`config.mk`:
```
export PLATFORM = sky130hd
export DESIGN_NAME = bdp_cordic_stage
export DESIGN_NICKNAME = d
export VERILOG_FILES = /design/src/hdl/bdp_pkg.sv /design/src/hdl/bdp_cordic_stage.sv
export SDC_FILE = /design/constraint.sdc
export NUM_CORES = 1
export LEC_CHECK = 0
export BUFFER_PORTS_ARGS = -buffer_cell sky130_fd_sc_hd__buf_2
export CORE_MARGIN = 5
export CORE_UTILIZATION = 60
export CTS_CLUSTER_SIZE = 8
export DETAILED_ROUTE_END_ITERATION = 7
export MAX_ROUTING_LAYER = met4
export PLACE_DENSITY = 0.88
export SYNTH_ARGS = -nofsm -noshare
export SYNTH_HDL_FRONTEND = slang
export SYNTH_SLANG_ARGS = --single-unit
export TNS_END_PERCENT = 10
```
`constraint.sdc`:
```
create_clock -name clk -period 6.8 [get_ports clk]
set_input_delay 0.34 -clock clk [delete_from_list [all_inputs] [get_ports clk]]
set_output_delay 0.34 -clock clk [all_outputs]
set_load 0.01 [all_outputs]
```
`src/hdl/bdp_pkg.sv`:
```
// ----------------------------------------------------------------------------
// bdp_pkg
// Shared constants, types and the arctangent table for the bearing and
// distance pipeline.
// ----------------------------------------------------------------------------
package bdp_pkg;

	localparam int DEF_CORDIC_STEPS = 16;
	localparam int DEF_COORD_BITS   = 16;

	localparam int GUARD_BITS   = 8;
	localparam int TABLE_LEN    = 24;
	localparam int ANGLE_BITS   = 32;
	localparam int BEARING_BITS = 15;
	localparam int DIST_BITS    = 17;

	// angles in units of 2^-22 degree
	localparam logic signed [ANGLE_BITS-1:0] DEG180 = 32'sd754974720;
	localparam int BEARING_FULL = 23040;
	localparam int DIST_MAX     = 131071;

	// 1/K = 2608131496 / 2^32 split into 16-bit halves
	localparam int INVK_HI = 39796;
	localparam int INVK_LO = 60840;

	typedef struct packed {
		logic valid;
		logic zero;
	} tag_t;

	function automatic logic signed [ANGLE_BITS-1:0] atan_tab(input int i);
		logic signed [ANGLE_BITS-1:0] v;
		case (i)
			0:       v = 32'sd188743680;
			1:       v = 32'sd111421900;
			2:       v = 32'sd58872272;
			3:       v = 32'sd29884485;
			4:       v = 32'sd15000234;
			5:       v = 32'sd7507429;
			6:       v = 32'sd3754631;
			7:       v = 32'sd1877430;
			8:       v = 32'sd938729;
			9:       v = 32'sd469366;
			10:      v = 32'sd234683;
			11:      v = 32'sd117342;
			12:      v = 32'sd58671;
			13:      v = 32'sd29335;
			14:      v = 32'sd14668;
			15:      v = 32'sd7334;
			16:      v = 32'sd3667;
			17:      v = 32'sd1833;
			18:      v = 32'sd917;
			19:      v = 32'sd458;
			20:      v = 32'sd229;
			21:      v = 32'sd115;
			22:      v = 32'sd57;
			23:      v = 32'sd29;
			default: v = '0;
		endcase
		return v;
	endfunction

endpackage

```
`src/hdl/bdp_cordic_stage.sv`:
```
// ----------------------------------------------------------------------------
// bdp_cordic_stage
// One registered vectoring micro-rotation with its own valid and stall
// handling.
// ----------------------------------------------------------------------------
module bdp_cordic_stage #(
	parameter int W    = 27,
	parameter int STEP = 0
) (
	input  logic                                   clk,
	input  logic                                   arst_n,
	input  bdp_pkg::tag_t                          tag,
	input  logic signed [W-1:0]                    x,
	input  logic signed [W-1:0]                    y,
	input  logic signed [bdp_pkg::ANGLE_BITS-1:0]  z,
	output logic                                   take,
	output bdp_pkg::tag_t                          tag_rot,
	output logic signed [W-1:0]                    x_rot,
	output logic signed [W-1:0]                    y_rot,
	output logic signed [bdp_pkg::ANGLE_BITS-1:0]  z_rot,
	input  logic                                   drain
);
	import bdp_pkg::*;

	localparam logic signed [ANGLE_BITS-1:0] ATAN = atan_tab(STEP);

	logic signed [W-1:0]          xs, ys, x_nx, y_nx;
	logic signed [ANGLE_BITS-1:0] z_nx;
	logic                         valid_s1, zero_s1;
	logic signed [W-1:0]          x_s1, y_s1;
	logic signed [ANGLE_BITS-1:0] z_s1;

	assign take = !valid_s1 || drain;

	always_comb begin
		xs = x >>> STEP;
		ys = y >>> STEP;
		if (!y[W-1]) begin
			x_nx = x + ys;
			y_nx = y - xs;
			z_nx = z + ATAN;
		end else begin
			x_nx = x - ys;
			y_nx = y + xs;
			z_nx = z - ATAN;
		end
	end

	always_ff @(posedge clk or negedge arst_n) begin
		if (!arst_n) begin
			valid_s1 <= 1'b0;
		end else if (take) begin
			valid_s1 <= tag.valid;
		end
	end

	always_ff @(posedge clk) begin
		if (take && tag.valid) begin
			zero_s1 <= tag.zero;
			x_s1    <= x_nx;
			y_s1    <= y_nx;
			z_s1    <= z_nx;
		end
	end

	assign tag_rot.valid = valid_s1;
	assign tag_rot.zero  = zero_s1;
	assign x_rot         = x_s1;
	assign y_rot         = y_s1;
	assign z_rot         = z_s1;

endmodule
```
# Word level (Yosys, flattened, before mapping)
# Cells that the tools add are included.
# Widths: inputs -> output; s select.
dict set report totals {
  out_inout_bits 89
  inputBits 91
  ff_bits 88
}
dict set report op_classes {
  reduce_logical 3
  n_mux 3
  add_sub_neg 5
}
# operator n
set op_table {}
lappend op_table {{$mux 27} 2}
lappend op_table {{$sub 27x27->27} 2}
lappend op_table {{$add 32x29->32 const B} 1}
lappend op_table {{$mux 32} 1}
lappend op_table {{$sub 32x29->32 const B} 1}
lappend op_table {{$add 27x27->27} 1}
lappend op_table {{$logic_and 1x1->1} 1}
lappend op_table {{$logic_not 1->1} 1}
lappend op_table {{$logic_or 1x1->1} 1}

# Logic depth before layout (Yosys ltp)
# Gate-level depths: netlist (run 1).
dict set report logic_depth {
  depth_word 3
  depth_mapped 12
  mapped_depth_nobuf 11
}

# Least setup slack after synthesis (run 1)
# Ideal clock, no wire load.
dict set report synth_timing {
  path_type {input-to-reg}
  from {input drain}
  to {register x_s1[10] (netlist: x_rot[10]), enable pin}
  setup_ns 0.454
  slack_ns 3.790
  arrival_time_ns 2.555
  required_time_ns 6.346
  cell_stages 2
  path_cell_list {nand2b_1 and2_1}
}
dict set report synth_between {
  elab_chain_cells 2
}
# item line
set synth_rtl {}
lappend synth_rtl {{start, declared} bdp_cordic_stage.sv:21} ;# input logic drain
lappend synth_rtl {{$logic_or 1x1->1} bdp_cordic_stage.sv:33} ;# assign take = !valid_s1 || drain;
lappend synth_rtl {{$logic_and 1x1->1} bdp_cordic_stage.sv:58} ;# if (take && tag.valid) begin
lappend synth_rtl {{end signal, assigned} bdp_cordic_stage.sv:60} ;# x_s1 <= x_nx;
lappend synth_rtl {{end, declared} bdp_cordic_stage.sv:30} ;# logic signed [W-1:0] x_s1, y_s1;
# No other way between the ends.
# A chain may end at the register's enable or synchronous reset.

# Worst setup path after layout (run 1)
dict set report layout_timing {
  from {input y[26]}
  to {register z_s1[31] (netlist: z_rot[31]), data pin}
}
dict set report layout_between {
  elab_chain_cells 1
}
# item line
set layout_rtl {}
lappend layout_rtl {{start, declared} bdp_cordic_stage.sv:14} ;# input logic signed [W-1:0] y,
lappend layout_rtl {{$mux 32} bdp_cordic_stage.sv:38} ;# if (!y[W-1]) begin
lappend layout_rtl {{via z_nx[31]} bdp_cordic_stage.sv:28} ;# logic signed [ANGLE_BITS-1:0] z_nx;
lappend layout_rtl {{end signal, assigned} bdp_cordic_stage.sv:62} ;# z_s1 <= z_nx;
lappend layout_rtl {{end, declared} bdp_cordic_stage.sv:31} ;# logic signed [ANGLE_BITS-1:0] z_s1;
# The timed path passes the listed nets, and every way through them passes these cells.

==> summary.md, run 1 <==
| Metric | Value |
|---|---|
| CP endpoint kind | register |
| # rows | 41 |
| Total CTS buffers | 9 |
| Placer Congestion | 1.05 |
| Nets | 1162 |
| Vias/cell | 5.97 |
| Worst VDD drop | 0.130 mV |
| Beginning of the worst hold path | z[9] |
| Worst slew margin | 26.7% |
| CTS Sinks | 87 |
| First-pass GRT wire length | 32500 um |
| Total Wirelength | 21200 um |
| Reg2Reg Depth | 2 |
| Max stage delay on crit path | 610 ps |
| Setup_tns | 0 ps |
| Tightest Pin Transition | 1100 ps |
| Clock Root Buffer | clkbuf_16 |
| Crit share post-route | 49.8% |
| Layout area overhead | 16.5% |
| Skew final | 8.08 ps |
| Gr usage total | 28.5% |
| Setup Viol. Count Final | 0 |
| CTS tree | done |
| Die extent in y | 122 um |
| Cells on Worst Hold Path | 1 |
| Synthesized flop and latch total | 87 |
| Fmax | 295 MHz |
| Critical Path AT | 3470 ps |
| R2R setup slack | 4990 ps |
| Power Density | 207 nW/um^2 |
| Max-cap violations | 0 |
| Syn nets | 1005 |
| Syn Area/Cell | 9.20 um^2 |
| Sequential area share after synthesis | 34.4% |
| Die area | 15000 um^2 |
| Cell area after synthesis | 7580 um^2 |
| Core area | 12500 um^2 |
| CP Launch Type | input pin |
| RSZ-0062 raised after global routing | no |
| Critical path required time | 6880 ps |
| Worst path cell trace | buf_2, buf_4, clkinv_1, ha_1, a21oi_1, o21bai_1, a21oi_1, o21ai_0, a21o_1, a21oi_1, xnor2_1 |
| Drt pass-1 iters | 6 |
| Worst path slowest cell | buf_4 |
| Cells after Synth | 824 |
| Synth async-reset ratio | 1.15% |
| I/O Pins | 180 |
| Antenna cells | 0 |
| Bufs on Longest Clock Path | 2 |
| Worst-path clk slew | 60 ps |
| Vias after detailed routing | 6914 |
| Dpl cell area | 8500 um^2 |
| DR DRC count | 0 |
| CP max FO | 72 |
| Pin count of the biggest net entering global routing | 87 |
| Critical path type | input pin to register |
| DR WL/cell | 18.3 um |
| Detailed Route Iter0 Violations | 887 |
| H-tree levels | 3 |
| Vias in the first global route | 6444 |
| Hold Vio Cnt, Final | 0 |
| Leak | 0.00393 uW |
| Reg-to-Reg End | y_rot[18] |
| Post-synth EDFFs | 86 |
| Cts repair resizes | 0 |
| Status | finished, final reports clean |
| Post-detail-place hpwl | 16900 um |
| Worst min path class | input pin to register |
| Leading register cell type out of synthesis | edfxtp_1 |
| Synth warn | 0 |
| Period minus WS final | 3380 ps |
| PortBufs | 179 |
| Post-DRT Antenna Nets | 0 |
| Reg-to-reg startpoint | valid_s1 |
| Layout cell share with drive strength beyond 1 | 22.1% |
| Clock latency on the worst-skew pair | 340 ps |
| Postcts setup bufs | 0 |
| Initial antenna violation count | 0 |
| Final Worst Setup Slack | 3420 ps |
| GRT Residual Overflow | 0 |
| Slew Limit Fails | 0 |
| Hold endpoint | z_rot[9] |
| Hold_buf cts | 1 |
| Dpl ws | 3230 ps |
| Fin area | 8830 um^2 |
| Die width | 122 um |
| Initial Util | 60.5% |
| Synth cell types | 71 |
| Top cell by count, worst path | a21oi_1 |
## per-layer routing
metal,routed length (um),vias to the layer above,global-route usage [%]
met3,2370,40,4.79
met4,390,0,7.35
met5,0,-,-
li1,-,3256,-
met1,8570,3181,37.9
met2,9890,437,45.7
## per-stage QoR
step | utilization [%] | cells | hold WS [ps] | total power (uW)
floorplan | - | 824 | 44.4 | 1110
global placement | 67.9 | 1141 | 115 | 1280
detailed placement | 67.9 | 1141 | 116 | 1290
CTS | 70.6 | 1158 | 167 | 1820
global route | 70.6 | 1158 | 162 | 1910
finish | 70.6 | 1158 | 180 | 1830
## flip-flops by register name (all words and copies together) (netlist names)
register and flops:
valid_s1 1, z_rot 32, zero_s1 1, x_rot 26, y_rot 27
## synth_stat cells (5+ instances only)
cell type	n	area, um^2
a21oi_1	94	470
edfxtp_1	86	2580
ha_1	86	1080
inv_1	84	315
nor2_1	67	251
o21ai_0	49	245
xnor2_1	47	412
nand2_1	40	150
a21o_1	17	128
o21bai_1	15	113
mux2i_1	14	140
nor2b_1	13	81.3
xor2_1	13	114
nand3_1	12	60.1
nor3_1	12	60.1
a31oi_1	10	62.6
buf_2	10	50.1
buf_4	10	75.1
nand2b_1	10	62.6
nand4_1	10	62.6
clkbuf_1	9	33.8
o31ai_1	9	67.6
a211oi_1	7	52.6
o211ai_1	5	37.5
o21ai_1	5	25.0
## cells by family (layout without fill, tap and decap cells)
logic type	count (synthesis)	in the layout	share of synthesized area, %
adder cells (fa/ha/maj)	90	90	15.3
buffers and inverters	124	286	7.10
multiplexers	14	14	1.85
AND/OR/NAND/NOR	187	187	11.6
flip-flops	87	87	34.4
AO/OA/AOI/OAI	262	262	22.8
XOR/XNOR	60	60	6.93
## cells in the final DEF, fill, tap and decap left out, types with 5 or more instances in the layout
cell and count:
o31ai_1 9, nor2b_1 13, a21o_1 17, o21ai_0 49, a31oi_1 10, o21bai_1 15
a21oi_1 94, xor2_1 13, nand2_1 40, o211ai_1 5, nand4_1 10, nand2b_1 10
xnor2_1 47, clkbuf_16 9, ha_1 86, buf_2 179, edfxtp_1 86, o21ai_1 5
a211oi_1 7, nor3_1 12, nand3_1 12, nor2_1 67, inv_1 84, mux2i_1 14
## critical path: cells and delay by family
| kind | cells | cell delay, ps |
|---|---|---|
| buffers and inverters | 3 | 1280 |
| AO/OA/AOI/OAI | 6 | 1210 |
| adder cells (fa/ha/maj) | 1 | 500 |
| XOR/XNOR | 1 | 90 |
## final cells by class
class / count / area, um^2
Clock buffer: 10 / 229
Multi-Input combinational cell: 613 / 4440
Clock inverter: 6 / 92.6
Fill cell: 995 / 3690
Inverter: 88 / 330
Sequential cell: 87 / 2610
Tap cell: 172 / 215
Timing Repair Buffer: 182 / 921
## worst max path at each step
stage	start	endpoint	slack [ps]
2_1_floorplan	drain	x_rot[10]	3790
3_3_place_gp	y[26]	z_rot[31]	3400
3_5_place_dp	y[26]	z_rot[31]	3230
4_1_cts	y[26]	z_rot[31]	3490
5_1_grt	y[26]	z_rot[31]	3260
6_report	y[26]	z_rot[31]	3420
## power by group
part / internal, uW / switching [uW] / total [uW] / leakage [uW]
Clock: 325 / 206 / 531 / 0.000150
Combinational: 232 / 382 / 614 / 0.00295
Sequential: 670 / 14.7 / 685 / 0.000830
Total: 1230 / 603 / 1830 / 0.00393
No activity file was read; power rests on OpenSTA's default activity.
==> inputs of run 2 (changes only) <==
CORE_UTILIZATION = 50   (was 60)
PLACE_DENSITY = 0.78   (was 0.88)
clock period = 3.1 ns   (was 6.8 ns; I/O delays follow)
==> run 2 against run 1 <==
- power rose by 120%
- combinational power rose by 120%
- setup slack got worse by 2900 ps
- clock-buffer cell count did not move
- sequential power rose by 120%
- register-to-register slack got worse by 3600 ps
- critical path type unchanged
- largest cell class unchanged
==> summary.md, run 2 (synthesized netlist as in run 1, its figures left out) <==
| Metric | Value |
|---|---|
| Top cell by count, worst path | nand2_1 |
| Crit share post-route | 83.6% |
| Status | finished, final reports clean |
| Worst path slowest cell | ha_1 |
| Bufs and invs on worst path | 2 |
| Initial antenna violation count | 0 |
| Worst VDD drop | 0.311 mV |
| Most common cell after layout, fill and taps aside | buf_2 |
| Worst min path class | input pin to register |
| Total Wirelength | 21600 um |
| Die width | 133 um |
| Setup_tns | 0 ps |
| Setup Viol. Count Final | 0 |
| I/O Pins | 180 |
| Clock latency on the worst-skew pair | 340 ps |
| Postcts setup bufs | 0 |
| Fin area | 9160 um^2 |
| Slew Limit Fails | 0 |
| Critical path required time | 3170 ps |
| Post-DRT Antenna Nets | 0 |
| Die area | 17700 um^2 |
| H-tree levels | 3 |
| Max reg flops | 32 |
| Most frequent cells in the layout | buf_2 (179), a21oi_1 (94), ha_1 (86), edfxtp_1 (86), inv_1 (84) |
| Layout cell share with drive strength beyond 1 | 22.8% |
| Antenna cells | 0 |
| Skew final | 3.75 ps |
| Worst-path clk slew | 70 ps |
| Delay-heaviest family, CP | simple AND/OR/NAND/NOR gates |
| Fmax | 386 MHz |
| Post-detail-place hpwl | 17200 um |
| Total CTS buffers | 9 |
| CTS Sinks | 87 |
| Gr usage total | 24.5% |
| DR WL/cell | 17.9 um |
| # rows | 45 |
| Core area | 15000 um^2 |
| First-pass GRT wire length | 34100 um |
| Leak | 0.00408 uW |
| Critical path type | input pin to register |
| CP Launch Type | input pin |
| CP endpoint kind | register |
| Initial Util | 50.4% |
| Vias/cell | 5.75 |
| Nets | 1198 |
| Pin count of the biggest net entering global routing | 66 |
| Tightest Pin Transition | 715 ps |
| Detailed Route Iter0 Violations | 802 |
| Vias after detailed routing | 6957 |
| Clock Root Buffer | clkbuf_16 |
| RSZ-0062 raised after global routing | no |
| Worst path cell trace | buf_2, inv_1, ha_1, nand2_1, or3_1, nor4_1, nand2_1, o211ai_1, mux2i_1, xnor2_1 |
| Drt pass-1 iters | 5 |
| Bufs on Longest Clock Path | 2 |
| Worst slew margin | 52.3% |
| Max-cap violations | 0 |
| CTS tree | done |
| Vias in the first global route | 6576 |
| Dpl cell area | 8620 um^2 |
| Period minus WS final | 2590 ps |
| Critical Path AT | 2660 ps |
| DR DRC count | 0 |
| Layout area overhead | 20.9% |
| Die extent in y | 133 um |
| GRT Residual Overflow | 0 |
| Hold Vio Cnt, Final | 0 |
| Power Density | 436 nW/um^2 |
| PortBufs | 179 |
| Placer Congestion | 1.00 |
| CP max FO | 15 |
| Max stage delay on crit path | 600 ps |
==> run 2: worst reg2reg max path, cell delays in order, from the launching register on <==
cell and delay [ps]:
dfrtp_1 380, nand2b_1 110, and2_4 500, buf_4 410
==> run 2: final timing paths <==
| kind | cells past startpoint | slack, ps | endpoint | from |
|---|---|---|---|---|
| worst max-delay path | 10 | 510 | x_rot[23] | y[16] |
| worst min-delay path | 2 | 20 | valid_s1 | tag[1] |
| worst max register to register | 3 | 1370 | y_rot[16] | valid_s1 |
| worst min register to register | 2 | 530 | valid_s1 | valid_s1 |
| max in group asynchronous | 2 | 2880 | valid_s1 | arst_n |
| min in group asynchronous | 2 | 130 | valid_s1 | arst_n |
==> run 2: area by class of cell <==
class / instances / area [um^2]
clock buffers: 10 / 239
clock inverters: 6 / 67.6
fillers: 1297 / 5870
inverters: 88 / 330
multi-input cells: 613 / 4440
flip-flops and latches: 87 / 2610
well taps: 188 / 235
repair buffers: 218 / 1250
==> run 2: stage by stage <==
stage          hold WS [ps]  power, uW  worst slack [ps]  instances  utilization [%]
2_1_floorplan          -141       2420              96.2        824                -
3_3_place_gp          -70.0       2830               146       1171             57.4
3_5_place_dp          -66.9       2860               216       1171             57.4
4_1_cts                9.88       3990               580       1210             60.9
5_1_grt                15.1       4170               336       1210             60.9
6_report               17.3       3990               509       1210             60.9
==> run 2: layer usage <==
metal | GRT usage (%) | up-vias | wire (um)
li1 | - | 3319 | -
met1 | 34.4 | 3199 | 9610
met2 | 37.8 | 408 | 9690
met3 | 2.76 | 31 | 1950
met4 | 6.69 | 0 | 389
met5 | - | - | 0
==> run 2: what timing repair did <==
item | in CTS | in global routing
resized for setup | 0 | 0
hold buffers | 23 | 0
endpoints found under the hold margin | 23 | 0
==> run 2: power breakdown <==
part	internal [uW]	leakage, uW	switching, uW
sequential	1470	0.000830	31.9
clock	651	0.000145	463
combinational	543	0.00311	837
